--- src/dls_pkg.sv ---
// ----------------------------------------------------------------------------
// dls_pkg
// shared constants and command/status types for the discrete log search
// ----------------------------------------------------------------------------
package dls_pkg;

   localparam int DefModWidth = 16;
   localparam int CfgIdxWidth = 1;
   localparam int ValWidth    = 16;

   localparam logic [CfgIdxWidth-1:0] RegGenerator = 1'b0;
   localparam logic [CfgIdxWidth-1:0] RegModulus   = 1'b1;

   localparam logic [ValWidth-1:0] GeneratorReset = 16'd2;
   localparam logic [ValWidth-1:0] ModulusReset   = 16'd23;

   // controller to datapath
   typedef struct packed {
      logic load;      // capture target, start reducing generator
      logic red_step;  // one restoring step of generator mod m
      logic mul_start; // begin power * g mod m
      logic mul_step;  // one step of the shift-add modular multiply
      logic compare;   // check power against target, advance exponent
   } dls_cmd_type;

   // datapath to controller
   typedef struct packed {
      logic mod_small; // modulus below two
      logic red_done;
      logic mul_done;
      logic last_exp;  // exponent being compared is modulus-1
   } dls_status_type;

endpackage

--- src/dls_datapath.sv ---
// ----------------------------------------------------------------------------
// dls_datapath
// generator reduction, bit-serial modular multiply, exponent scan and match
// ----------------------------------------------------------------------------
module dls_datapath #(
   parameter int MOD_WIDTH = dls_pkg::DefModWidth
) (
   input  logic                          clock,
   input  logic [dls_pkg::ValWidth-1:0]  generator,
   input  logic [dls_pkg::ValWidth-1:0]  modulus,
   input  logic [dls_pkg::ValWidth-1:0]  target,
   input  dls_pkg::dls_cmd_type          cmd,
   output dls_pkg::dls_status_type       status,
   output logic                          found,
   output logic [dls_pkg::ValWidth-1:0]  best_exp
);
   import dls_pkg::*;

   localparam int W  = MOD_WIDTH;
   localparam int GW = (ValWidth > W) ? ValWidth : W;
   localparam int CW = $clog2(GW + 1);

   logic [W-1:0]    m;
   logic [GW-1:0]   m_ext;
   logic [W:0]      m_wide;

   logic [GW-1:0]   red_ff, red_in;      // generator remainder
   logic [GW-1:0]   gsh_ff, gsh_in;      // generator bits shifted out msb first
   logic [CW-1:0]   rcnt_ff, rcnt_in;
   logic [W-1:0]    g_ff;
   logic [W-1:0]    pow_ff, pow_in;
   logic [W-1:0]    acc_ff, acc_in;
   logic [W-1:0]    mb_ff, mb_in;        // multiplier bits, msb first
   logic [CW-1:0]   mcnt_ff, mcnt_in;
   logic [W-1:0]    exp_ff, exp_in;
   logic [ValWidth-1:0] tgt_ff;
   logic            found_ff, found_in;
   logic [ValWidth-1:0] best_ff, best_in;

   logic [GW:0]     r2;
   logic [W:0]      a2, a3;
   logic [W-1:0]    a_dbl, a_add;

   // zero-extended or truncated to the working width
   assign m      = W'(modulus);
   assign m_ext  = GW'(m);
   assign m_wide = {1'b0, m};

   always_comb begin
      // restoring remainder step
      r2 = {red_ff, gsh_ff[GW-1]};
      if (r2 >= {1'b0, m_ext}) r2 = r2 - {1'b0, m_ext};
      // acc = 2*acc mod m, then + g if bit set
      a2 = {acc_ff, 1'b0};
      if (a2 >= m_wide) a2 = a2 - m_wide;
      a_dbl = a2[W-1:0];
      a3 = {1'b0, a_dbl} + {1'b0, g_ff};
      if (a3 >= m_wide) a3 = a3 - m_wide;
      a_add = mb_ff[W-1] ? a3[W-1:0] : a_dbl;
   end

   always_comb begin
      red_in   = red_ff;
      gsh_in   = gsh_ff;
      rcnt_in  = rcnt_ff;
      pow_in   = pow_ff;
      acc_in   = acc_ff;
      mb_in    = mb_ff;
      mcnt_in  = mcnt_ff;
      exp_in   = exp_ff;
      found_in = found_ff;
      best_in  = best_ff;
      if (cmd.load) begin
         red_in   = '0;
         gsh_in   = GW'(generator);
         rcnt_in  = '0;
         pow_in   = W'(1);
         exp_in   = W'(1);
         found_in = 1'b0;
         best_in  = '0;
      end
      if (cmd.red_step) begin
         red_in  = r2[GW-1:0];
         gsh_in  = {gsh_ff[GW-2:0], 1'b0};
         rcnt_in = rcnt_ff + CW'(1);
      end
      if (cmd.mul_start) begin
         acc_in  = '0;
         mb_in   = pow_ff;
         mcnt_in = '0;
      end
      if (cmd.mul_step) begin
         acc_in  = a_add;
         mb_in   = {mb_ff[W-2:0], 1'b0};
         mcnt_in = mcnt_ff + CW'(1);
      end
      if (cmd.compare) begin
         pow_in = acc_ff;
         exp_in = exp_ff + W'(1);
         if (GW'(acc_ff) == GW'(tgt_ff)) begin
            found_in = 1'b1;
            best_in  = ValWidth'(exp_ff);
         end
      end
   end

   always_ff @(posedge clock) begin
      red_ff   <= red_in;
      gsh_ff   <= gsh_in;
      rcnt_ff  <= rcnt_in;
      pow_ff   <= pow_in;
      acc_ff   <= acc_in;
      mb_ff    <= mb_in;
      mcnt_ff  <= mcnt_in;
      exp_ff   <= exp_in;
      found_ff <= found_in;
      best_ff  <= best_in;
      if (cmd.load) tgt_ff <= target;
      if (cmd.red_step && rcnt_ff == CW'(GW - 1)) g_ff <= r2[W-1:0];
   end

   assign status.mod_small = (m < W'(2));
   assign status.red_done  = (rcnt_ff == CW'(GW));
   assign status.mul_done  = (mcnt_ff == CW'(W));
   assign status.last_exp  = (exp_ff == m - W'(1));
   assign found            = found_ff;
   assign best_exp         = best_ff;

endmodule

--- src/dls_ctrl.sv ---
// ----------------------------------------------------------------------------
// dls_ctrl
// sequencer for the search: reduce, then multiply and compare per exponent
// ----------------------------------------------------------------------------
module dls_ctrl (
   input  logic                     clock,
   input  logic                     reset,
   input  logic                     req_valid,
   output logic                     req_stall,
   output logic                     rsp_valid,
   input  logic                     rsp_stall,
   output dls_pkg::dls_cmd_type     cmd,
   input  dls_pkg::dls_status_type  status
);
   import dls_pkg::*;

   localparam logic [2:0] StIdle   = 3'd0;
   localparam logic [2:0] StReduce = 3'd1;
   localparam logic [2:0] StMulGo  = 3'd2;
   localparam logic [2:0] StMul    = 3'd3;
   localparam logic [2:0] StCmp    = 3'd4;
   localparam logic [2:0] StResp   = 3'd5;

   logic [2:0] state_ff, state_in;

   assign req_stall = (state_ff != StIdle);
   assign rsp_valid = (state_ff == StResp);

   always_comb begin
      state_in      = state_ff;
      cmd           = '0;
      unique case (state_ff)
         StIdle: begin
            if (req_valid) begin
               cmd.load = 1'b1;
               state_in = StReduce;
            end
         end
         StReduce: begin
            if (status.mod_small) state_in = StResp;
            else if (status.red_done) state_in = StMulGo;
            else cmd.red_step = 1'b1;
         end
         StMulGo: begin
            cmd.mul_start = 1'b1;
            state_in      = StMul;
         end
         StMul: begin
            if (status.mul_done) state_in = StCmp;
            else cmd.mul_step = 1'b1;
         end
         StCmp: begin
            cmd.compare = 1'b1;
            state_in    = status.last_exp ? StResp : StMulGo;
         end
         StResp: begin
            if (!rsp_stall) state_in = StIdle;
         end
         default: state_in = StIdle;
      endcase
   end

   always_ff @(posedge clock) begin
      if (reset) state_ff <= StIdle;
      else       state_ff <= state_in;
   end

   a_resp_idle: assert property (@(posedge clock) disable iff (reset)
      rsp_valid && !rsp_stall |=> !rsp_valid && !req_stall)
      else $error("response not retired");
   a_busy: assert property (@(posedge clock) disable iff (reset)
      rsp_valid |-> req_stall)
      else $error("input taken while response pending");
   a_start: assert property (@(posedge clock) disable iff (reset)
      req_valid && !req_stall |=> state_ff == StReduce)
      else $error("search not started");

endmodule

--- src/discrete_log_search.sv ---
// ----------------------------------------------------------------------------
// discrete_log_search
// brute-force discrete logarithm over exponents 1 .. modulus-1
// ----------------------------------------------------------------------------
// One public value is taken per beat on the req_ channel; one result beat
// (found, private_exponent) leaves on the rsp_ channel. The block works on
// a single item: req_stall stays high from acceptance until the result beat
// has been taken, and the next value can be taken the cycle after that.
// The result is the largest exponent e with generator^e mod modulus equal
// to the value, or found 0 / exponent 0.
// The generator is reduced by G restoring steps, one per cycle, G being the
// larger of 16 and MOD_WIDTH, plus a state to see it finish; then each
// exponent costs one bit-serial modular multiply of MOD_WIDTH steps plus
// a start, a finish and a compare state. A modulus below two skips the
// search: the reduce state goes straight to the response. The result is
// held while rsp_stall is high. The csr_ channel is always ready;
// write only while idle. Reset (synchronous) returns to idle and sets
// generator 2, modulus 23.
// ----------------------------------------------------------------------------
module discrete_log_search #(
   parameter int MOD_WIDTH = dls_pkg::DefModWidth
) (
   input  logic                                clock,
   input  logic                                reset,
   input  logic                                req_valid,
   output logic                                req_stall,
   input  logic [dls_pkg::ValWidth-1:0]        req_public_value,
   output logic                                rsp_valid,
   input  logic                                rsp_stall,
   output logic                                rsp_found,
   output logic [dls_pkg::ValWidth-1:0]        rsp_private_exponent,
   input  logic                                csr_valid,
   output logic                                csr_ready,
   input  logic [dls_pkg::CfgIdxWidth-1:0]     csr_index,
   input  logic [dls_pkg::ValWidth-1:0]        csr_data
);
   import dls_pkg::*;

   logic [ValWidth-1:0] generator_ff, modulus_ff;
   dls_cmd_type         cmd;
   dls_status_type      status;

   assign csr_ready = 1'b1;

   always_ff @(posedge clock) begin
      if (reset) begin
         generator_ff <= GeneratorReset;
         modulus_ff   <= ModulusReset;
      end else if (csr_valid) begin
         unique case (csr_index)
            RegGenerator: generator_ff <= csr_data;
            RegModulus:   modulus_ff   <= csr_data;
            default: ;
         endcase
      end
   end

   dls_ctrl u_ctrl (
      .clock     (clock),
      .reset     (reset),
      .req_valid (req_valid),
      .req_stall (req_stall),
      .rsp_valid (rsp_valid),
      .rsp_stall (rsp_stall),
      .cmd       (cmd),
      .status    (status)
   );

   dls_datapath #(.MOD_WIDTH(MOD_WIDTH)) u_dp (
      .clock     (clock),
      .generator (generator_ff),
      .modulus   (modulus_ff),
      .target    (req_public_value),
      .cmd       (cmd),
      .status    (status),
      .found     (rsp_found),
      .best_exp  (rsp_private_exponent)
   );

   a_nf_zero: assert property (@(posedge clock) disable iff (reset)
      rsp_valid && !rsp_found |-> rsp_private_exponent == '0)
      else $error("exponent set without a match");
   a_hold: assert property (@(posedge clock) disable iff (reset)
      rsp_valid && rsp_stall |=> $stable(rsp_private_exponent) && $stable(rsp_found))
      else $error("result changed while stalled");
   a_range: assert property (@(posedge clock) disable iff (reset)
      rsp_valid && rsp_found |-> rsp_private_exponent != '0)
      else $error("matched exponent out of range");

endmodule
--- config.mk ---
export PLATFORM = sky130hd
export DESIGN_NAME = discrete_log_search
export DESIGN_NICKNAME = d
export VERILOG_FILES = /design/src/dls_pkg.sv /design/src/dls_datapath.sv /design/src/dls_ctrl.sv /design/src/discrete_log_search.sv
export SDC_FILE = /design/constraint.sdc
export NUM_CORES = 1
export LEC_CHECK = 0
export BUFFER_PORTS_ARGS = -buffer_cell sky130_fd_sc_hd__buf_2
export CAP_MARGIN = 40
export CELL_PAD_IN_SITES_DETAIL_PLACEMENT = 1
export CELL_PAD_IN_SITES_GLOBAL_PLACEMENT = 2
export CORE_MARGIN = 5
export CORE_UTILIZATION = 36
export DETAILED_ROUTE_END_ITERATION = 12
export GPL_ROUTABILITY_DRIVEN = 0
export PLACE_DENSITY_LB_ADDON = 0.1
export SLEW_MARGIN = 20
export SYNTH_ARGS = -nofsm -noshare
export SYNTH_HDL_FRONTEND = slang
export SYNTH_SLANG_ARGS = --single-unit
--- constraint.sdc ---
create_clock -name clock -period 6.17 [get_ports clock]
set_clock_uncertainty 0.1 [all_clocks]
set_input_delay 1.234 -clock clock [delete_from_list [all_inputs] [get_ports clock]]
set_output_delay 1.234 -clock clock [all_outputs]
set_load 0.01 [all_outputs]
==> impl_metrics.tcl, run 1 <==
set metrics [dict create \
    status "complete, no violations" \
    area_growth_pct 26.99 \
    first_global_vias 9850 \
    crit_slowest_cell "edfxtp_1" \
    cts_hold_buf 0 \
    setup_viol 0 \
    ios 58 \
    fin_setup_tns_ns 0 \
    vdd_ir_drop_max_uv 226.0 \
    synth_enable_flop_cells 136 \
    antenna_found_initial 0 \
    fill_cells 3651 \
    min_period_ns 6.108 \
    finalCritPeriodShare 0.9899 \
    synth_seq_area_share 0.4427 \
    max_stage_delay_ns 0.46 \
    clkSinkCount 190 \
    dieWidth_um 190.0 \
    crit_path_end_kind "flip-flop" \
    ys_seq_elements 190 \
    portBuffers 56 \
    power_density_nw_per_um2 356.4 \
    die_area_sq_um 36110 \
    required_ns 6.29 \
    numCtsBuffers 17 \
    cts.clk_slew.worst_paths_ns 0.08 \
    netlist_area_sq_um 11670 \
    final_area_sq_um 14820 \
    tightestPinTransition_ns 0.7787 \
    yosys.area_share.adder 0.08408 \
    core_area_sq_um 32290 \
    hold_class "reg2reg" \
    overflow 0 \
    min_delay_path_depth 2 \
    num_rows 66 \
    final_cell_mix "buf_4, edfxtp_1, nand2_1, nor2_1, a21oi_1" \
    ant_nets 0 \
    cts-htree-levels 4 \
    clk_latency_ns 0.47 \
    cp_max_fo 8 \
    slew_violations 0 \
    root_buffer "clkbuf_16" \
    placed_cell_area_sq_um 13420 \
    wl_um 37090 \
    synthFlopType "edfxtp_1" \
    async_flop_share 0 \
    layout_commonest_cell "buf_4" \
    netlist_instances 1210 \
    synth-xor-area-share 0.06906 \
    dr.pass1.iters 5 \
    yosysWarnings 0 \
    drc 0 \
    synth_cell_types 73 \
    dp_cells 1799 \
    clk_path_buf_depth 2 \
    grt_pass1_wl_um 56350 \
    initial_core_util 0.3614 \
    syn_avg_cell_area_sq_um 9.643 \
    die_y_um 190.0 \
    syn_nets 1324 \
    viasPerCell 5.257 \
    rr_worst_depth 27 \
    leakage_nw 5.856 \
    drt_iter0_markers 448 \
    hold_viol 0 \
    nets 1513 \
    path_class "reg2reg" \
    finalCoreUtilization 0.4589 \
    drv_cap 0 \
    relSlewSlack 0.4809 \
    worstPathArrival_ns 6.23 \
    dpl.hpwl_um 28150 \
    synth.area.mux_share 0.03432 \
    synthSimpleGateAreaFrac 0.1686 \
    grt_max_degree 38 \
    wl_per_cell_um 20.00 \
    diodes 0 \
    crit_top_cell "buf_4" \
    rsz0062_at_grt "yes" \
    drive_gt1_frac 0.2663 \
    cp-start-kind "flip-flop" \
    synth_top_family_by_area "simple AND/OR/NAND/NOR gates" \
    vias 9747 \
    cts_tree "yes" \
    max_freq_mhz 163.7 \
    stdcell_count 1854 \
    synth-compound-area-share 0.1625 \
    grt_use_total 0.2023 \
]
==> per-stage QoR <==
step	hold slack (ns)	worst slack, ns	total power [W]
6_report	0.3421	0.06218	0.005281
4_1_cts	0.3455	-0.002237	0.005039
3_3_place_gp	0.3275	-0.3580	0.003838
5_1_grt	0.3765	-0.1515	0.005617
2_1_floorplan	0.3321	0.009124	0.003054
3_5_place_dp	0.3339	-0.4430	0.003879
==> final cells by class <==
| cell class | instances | area (sq um) | share of cell area |
|---|---|---|---|
| Inverter | 68 | 255.2 | 0.01723 |
| Multi-Input combinational cell | 905 | 6703 | 0.4524 |
| Tap cell | 442 | 553.0 | 0.03732 |
| Clock inverter | 14 | 143.9 | 0.009711 |
| Clock buffer | 18 | 429.2 | 0.02896 |
| Sequential cell | 190 | 5169 | 0.3488 |
| Timing Repair Buffer | 217 | 1564 | 0.1056 |
==> kinds of logic (layout without fill, tap and decap cells) <==
logic type,count (synthesis),count (layout)
XOR/XNOR,92,92
other,1,1
AO/OA/AOI/OAI,292,292
flip-flops,190,190
buffers and inverters,115,317
AND/OR/NAND/NOR,407,407
adder cells (fa/ha/maj),76,76
multiplexers,37,37
==> flip-flops by register name, indices dropped and copies added (netlist names) <==
register and count:
u_dp.rcnt_ff 5, u_dp.exp_ff 16, u_ctrl.state_ff 3, modulus_ff 16, u_dp.gsh_ff 16, u_dp.acc_ff 16
u_dp.found 1, u_dp.g_ff 16, u_dp.tgt_ff 16, u_dp.mcnt_ff 5, u_dp.red_ff 16, u_dp.mb_ff 16
u_dp.best_exp 16, generator_ff 16, u_dp.pow_ff 16
==> where the power goes <==
group          switching, W  internal [W]
clock              0.000574      0.000540
sequential        0.0000874       0.00156
combinational       0.00133       0.00119
total               0.00199       0.00329
==> synthesized netlist by cell type, types with 7 or more instances <==
cell / instances / area, sq um
edfxtp_1: 136 / 4084
mux2i_1: 13 / 130.1
and3_1: 25 / 156.4
nand2_1: 136 / 510.5
xnor2_1: 60 / 525.5
mux2_2: 24 / 270.3
nor2b_1: 9 / 56.30
nor2_1: 86 / 322.8
or3_1: 10 / 62.56
nand3_1: 43 / 215.2
a21o_1: 12 / 90.09
nor4_1: 8 / 50.05
a211oi_1: 17 / 127.6
nand4_1: 16 / 100.1
and2_1: 21 / 131.4
inv_1: 67 / 251.5
dfxtp_1: 54 / 1081
o31ai_1: 9 / 67.56
o21ai_0: 54 / 270.3
a22o_1: 31 / 271.5
ha_1: 72 / 900.9
xor2_1: 32 / 280.3
clkbuf_1: 36 / 135.1
o21a_1: 8 / 60.06
a21oi_1: 95 / 475.5
a31oi_1: 11 / 68.82
nand2b_1: 7 / 43.79
nor3_1: 23 / 115.1
==> routing by layer <==
layer / wire length, um / vias up / GRT usage
li1: - / 4779 / -
met1: 17760 / 4826 / 0.2743
met2: 17750 / 113 / 0.3351
met3: 963 / 29 / 0.03394
met4: 613 / 0 / 0.05648
met5: 0 / - / 0
==> final timing paths <==
check	from	to	slack, ns
worst max register to register	u_dp.acc_ff[0]	u_dp.acc_ff[0]	0.06
worst max-delay path	u_dp.acc_ff[0]	u_dp.acc_ff[0]	0.06
worst min register to register	u_dp.found	u_dp.found	0.34
worst min-delay path	u_dp.found	u_dp.found	0.34
==> timing repair <==
| item | CTS | global route |
|---|---|---|
| gates resized for setup | 17 | 104 |
| setup buffers | 1 | 19 |
| endpoints found under the setup margin | 16 | 16 |
| hold endpoints to repair | 0 | 0 |
| gates cloned | 0 | 2 |
| pin swaps | 4 | 48 |
==> critical path: cells and delay by family (launching register included) <==
family	cells	cell delay, ns
and+or+nand+nor	7	0.76
AOI/OAI and AO/OA	9	2.08
xor gates and xnor gates	1	0.15
DFF	1	0.46
muxes	1	0.31
adders and majority gates	3	1.01
buffers and inverters	6	0.97
Note: power is estimated with default switching activity, not from simulation.
==> run 2: changes to the inputs <==
==> constraint.sdc (replaced) <==
create_clock -name clock -period 6.17 [get_ports clock]
set_clock_uncertainty 0.1 [all_clocks]
set_input_delay 0.3085 -clock clock [delete_from_list [all_inputs] [get_ports clock]]
set_output_delay 0.3085 -clock clock [all_outputs]
set_load 0.01 [all_outputs]
==> impl_metrics.tcl, run 2 (synthesis gave the netlist of run 1 again) <==
set metrics [dict create \
    hold_class "in2reg" \
    finalCoreUtilization 0.4663 \
    tightestPinTransition_ns 0.8154 \
    final_area_sq_um 15060 \
    cts_tree "yes" \
    overflow 0 \
    cts.clk_slew.worst_paths_ns 0.08 \
    holdWs_ns 0.02473 \
    critPathBufInv 5 \
    dr.pass1.iters 4 \
    dpl.hpwl_um 28320 \
    cp-start-kind "flip-flop" \
    hold_viol 0 \
    antenna_found_initial 0 \
    max_stage_delay_ns 0.45 \
    crit_slowest_cell "edfxtp_1" \
    setup_viol 0 \
    vias 9797 \
    root_buffer "clkbuf_16" \
    drt_iter0_markers 443 \
    wl_per_cell_um 19.82 \
    die_area_sq_um 36110 \
    relSlewSlack 0.4551 \
    cp_max_fo 8 \
    grt_use_total 0.2030 \
    finalCritPeriodShare 0.9969 \
    die_y_um 190.0 \
    min_period_ns 6.151 \
    crit_path_end_kind "flip-flop" \
    nets 1540 \
    clkSinkCount 190 \
    core_area_sq_um 32290 \
    fill_cells 3655 \
    initial_core_util 0.3614 \
    final_cell_mix "buf_4, edfxtp_1, nand2_1, nor2_1, a21oi_1" \
    grt_max_degree 38 \
    slew_violations 0 \
    crit_top_cell "ha_4" \
    wl_um 37290 \
    ant_nets 0 \
    register_area_sq_um 5171 \
    status "complete, no violations" \
    drc 0 \
    clk_path_buf_depth 2 \
    dieWidth_um 190.0 \
    multi_input_area_sq_um 6654 \
    vdd_ir_drop_max_uv 230.3 \
    layout_commonest_cell "buf_4" \
    max_freq_mhz 162.6 \
    fin_setup_tns_ns 0 \
    rsz0062_at_grt "yes" \
    power_density_nw_per_um2 358.5 \
    worstPathArrival_ns 6.21 \
    placed_cell_area_sq_um 13440 \
    num_rows 66 \
    viasPerCell 5.208 \
    grt_pass1_wl_um 56790 \
    first_global_vias 10000 \
    stdcell_count 1881 \
    portBuffers 56 \
    diodes 0 \
    drv_cap 0 \
    path_class "reg2reg" \
    ios 58 \
    cp_top_family "simple AND/OR/NAND/NOR gates" \
    drive_gt1_frac 0.2627 \
    cts-htree-levels 4 \
    leakage_nw 5.968 \
    dp_cells 1800 \
    numCtsBuffers 17 \
    area_growth_pct 29.05 \
    clk_latency_ns 0.46 \
    required_ns 6.23 \
]
==> run 2: final timing paths <==
kind	start	end	slack (ns)	cells after the start
min reg2reg	u_dp.found	u_dp.found	0.34	2
min	csr_data[4]	modulus_ff[4]	0.02	3
max reg2reg	u_dp.acc_ff[0]	u_dp.acc_ff[15]	0.02	29
max	u_dp.acc_ff[0]	u_dp.acc_ff[15]	0.02	29
==> run 2: stage by stage <==
stage	worst slack, ns	total power, W
after global routing	-0.1243	0.005726
after floorplan	0.009124	0.003054
final	0.01903	0.005397
after detailed placement	-0.4149	0.003886
after global placement	-0.3238	0.003831
after CTS	-0.02137	0.005151
==> run 2: layout make-up <==
cell class | count | area share
Inverter | 68 | 0.01695
Clock buffer | 17 | 0.02825
Timing Repair Buffer | 244 | 0.1212
Sequential cell | 190 | 0.3434
Tap cell | 442 | 0.03673
Multi-Input combinational cell | 905 | 0.4419
Clock inverter | 15 | 0.01155
==> run 2: worst reg2reg max path, delay by kind of cell (launching register included) <==
kind / cells / cell delay (ns)
AND/OR/NAND/NOR: 12 / 1.95
buffers and inverters: 5 / 0.78
AO/OA/AOI/OAI: 7 / 1.40
flip-flops: 1 / 0.45
multiplexers: 1 / 0.33
adder cells (fa/ha/maj): 4 / 0.86
==> run 2: power breakdown <==
part,switching (W),internal (W)
Clock,0.000547,0.000610
Sequential,0.0000885,0.00156
Combinational,0.00134,0.00124
Total,0.00198,0.00342
==> run 2: per-layer routing <==
| layer | part of all wire | vias to the layer above | track usage |
|---|---|---|---|
| li1 | - | 4843 | - |
| met1 | 0.48 | 4815 | 0.2730 |
| met2 | 0.47 | 103 | 0.3403 |
| met3 | 0.024 | 36 | 0.02752 |
| met4 | 0.026 | 0 | 0.06400 |
| met5 | 0 | - | 0 |
==> run 2: what timing repair did <==
action | in CTS | in global routing
buffers inserted | 9 | 18
pin swaps | 15 | 42
hold endpoints to repair | 22 | 0
endpoints found under the setup margin | 16 | 16
cloned | 1 | 1
hold buffers | 21 | 0
gates resized for setup | 35 | 83
==> run 3: changes to the inputs <==
- CORE_UTILIZATION: 36 -> 30
==> impl_metrics.tcl, run 3 (synthesis gave the netlist of run 1 again) <==
set metrics [dict create \
    critPathBufInv 6 \
    cts-htree-levels 4 \
    crit_path_end_kind "flip-flop" \
    finalCoreUtilization 0.3964 \
    clk_latency_ns 0.46 \
    core_area_sq_um 38560 \
    status "complete, no violations" \
    max_freq_mhz 164.1 \
    first_global_vias 10370 \
    ant_nets 0 \
    vias 9729 \
    worstPathArrival_ns 6.21 \
    die_y_um 207.2 \
    dpl.hpwl_um 30250 \
    drc 0 \
    antenna_found_initial 0 \
    clk_path_buf_depth 2 \
    power_density_nw_per_um2 354.1 \
    cp-start-kind "flip-flop" \
    hold_viol 0 \
    min_period_ns 6.094 \
    dr.pass1.iters 4 \
    grt_use_total 0.1809 \
    cp_top_family "compound AO/OA/AOI/OAI gates" \
    rsz0062_at_grt "yes" \
    numCtsBuffers 17 \
    num_rows 72 \
    diodes 0 \
    slew_violations 0 \
    drive_gt1_frac 0.2640 \
    cp_max_fo 8 \
    root_buffer "clkbuf_16" \
    area_growth_pct 30.99 \
    grt_pass1_wl_um 60910 \
    ios 58 \
    holdWs_ns 0.02948 \
    tightestPinTransition_ns 0.8157 \
    die_area_sq_um 42940 \
    relSlewSlack 0.4521 \
    crit_top_cell "buf_6" \
    nets 1552 \
    max_stage_delay_ns 0.44 \
    wl_per_cell_um 19.72 \
    leakage_nw 6.051 \
    register_area_sq_um 5169 \
    hold_class "in2reg" \
    cts_tree "yes" \
    overflow 0 \
    finalCritPeriodShare 0.9876 \
    clkSinkCount 190 \
    grt_max_degree 36 \
    vdd_ir_drop_max_uv 184.2 \
    cts.clk_slew.worst_paths_ns 0.08 \
    layout_commonest_cell "buf_4" \
    final_cell_mix "buf_4, edfxtp_1, nand2_1, nor2_1, a21oi_1" \
    fill_cells 4432 \
    initial_core_util 0.3026 \
    drv_cap 0 \
    required_ns 6.29 \
    multi_input_area_sq_um 6704 \
    path_class "reg2reg" \
    dieWidth_um 207.2 \
    setup_viol 0 \
    portBuffers 56 \
    crit_slowest_cell "edfxtp_1" \
    wl_um 38830 \
    viasPerCell 4.941 \
    p_total_w 0.005412 \
    drt_iter0_markers 435 \
]
## run 3: cell type report
cell class	instances	share of cell area
Sequential cell	190	0.3382
Clock buffer	21	0.03078
Tap cell	518	0.04241
Inverter	68	0.01670
Multi-Input combinational cell	905	0.4386
Timing Repair Buffer	256	0.1269
Clock inverter	11	0.006386
## run 3: worst paths after layout
check	startpoint	to	slack (ns)	cells past startpoint
worst max-delay path	u_dp.acc_ff[9]	u_dp.acc_ff[0]	0.08	28
worst max register to register	u_dp.acc_ff[9]	u_dp.acc_ff[0]	0.08	28
worst min-delay path	csr_data[13]	generator_ff[13]	0.03	3
worst min register to register	u_dp.found	u_dp.found	0.34	2
## run 3: layer usage
metal	share of wire	GRT usage	wire, um	vias to the layer above
li1	-	-	-	4859
met2	0.48	0.3020	18480	95
met4	0.013	0.04172	508	0
met1	0.49	0.2489	18940	4752
met3	0.023	0.02750	898	23
met5	0	0	0	-
## run 3: worst reg2reg max path, delay by kind of cell (launching register included)
kind | cells | cell delay (ns)
flops | 1 | 0.44
mux | 1 | 0.33
fa+ha+maj | 3 | 0.82
simple gates | 7 | 1.13
buf+inv | 6 | 0.91
compound gates | 11 | 2.13
## run 3: repair_timing
action,in CTS,in global routing
gates cloned,1,0
hold buffers,27,0
hold endpoints to repair,28,0
endpoints found under the setup margin,16,16
pin swaps,23,30
setup buffers,9,13
resized for setup,56,71
## run 3: per-stage QoR
| step | std cells | instance area, sq um | worst slack (ns) | setup TNS, ns |
|---|---|---|---|---|
| after detailed placement | 1887 | 13600 | -0.3971 | -5.089 |
| after global placement | 1884 | 13570 | -0.3220 | -3.641 |
| after global routing | 1969 | 15280 | -0.1938 | -2.089 |
| after floorplan | 1210 | 11710 | 0.009124 | 0 |
| final | 1969 | 15280 | 0.07647 | 0 |
| after CTS | 1956 | 14840 | -0.007913 | -0.01477 |
## run 3: report_power, final
group	internal, W	switching [W]
logic	0.00127	0.00139
registers	0.00157	0.0000883
clock network	0.000563	0.000536
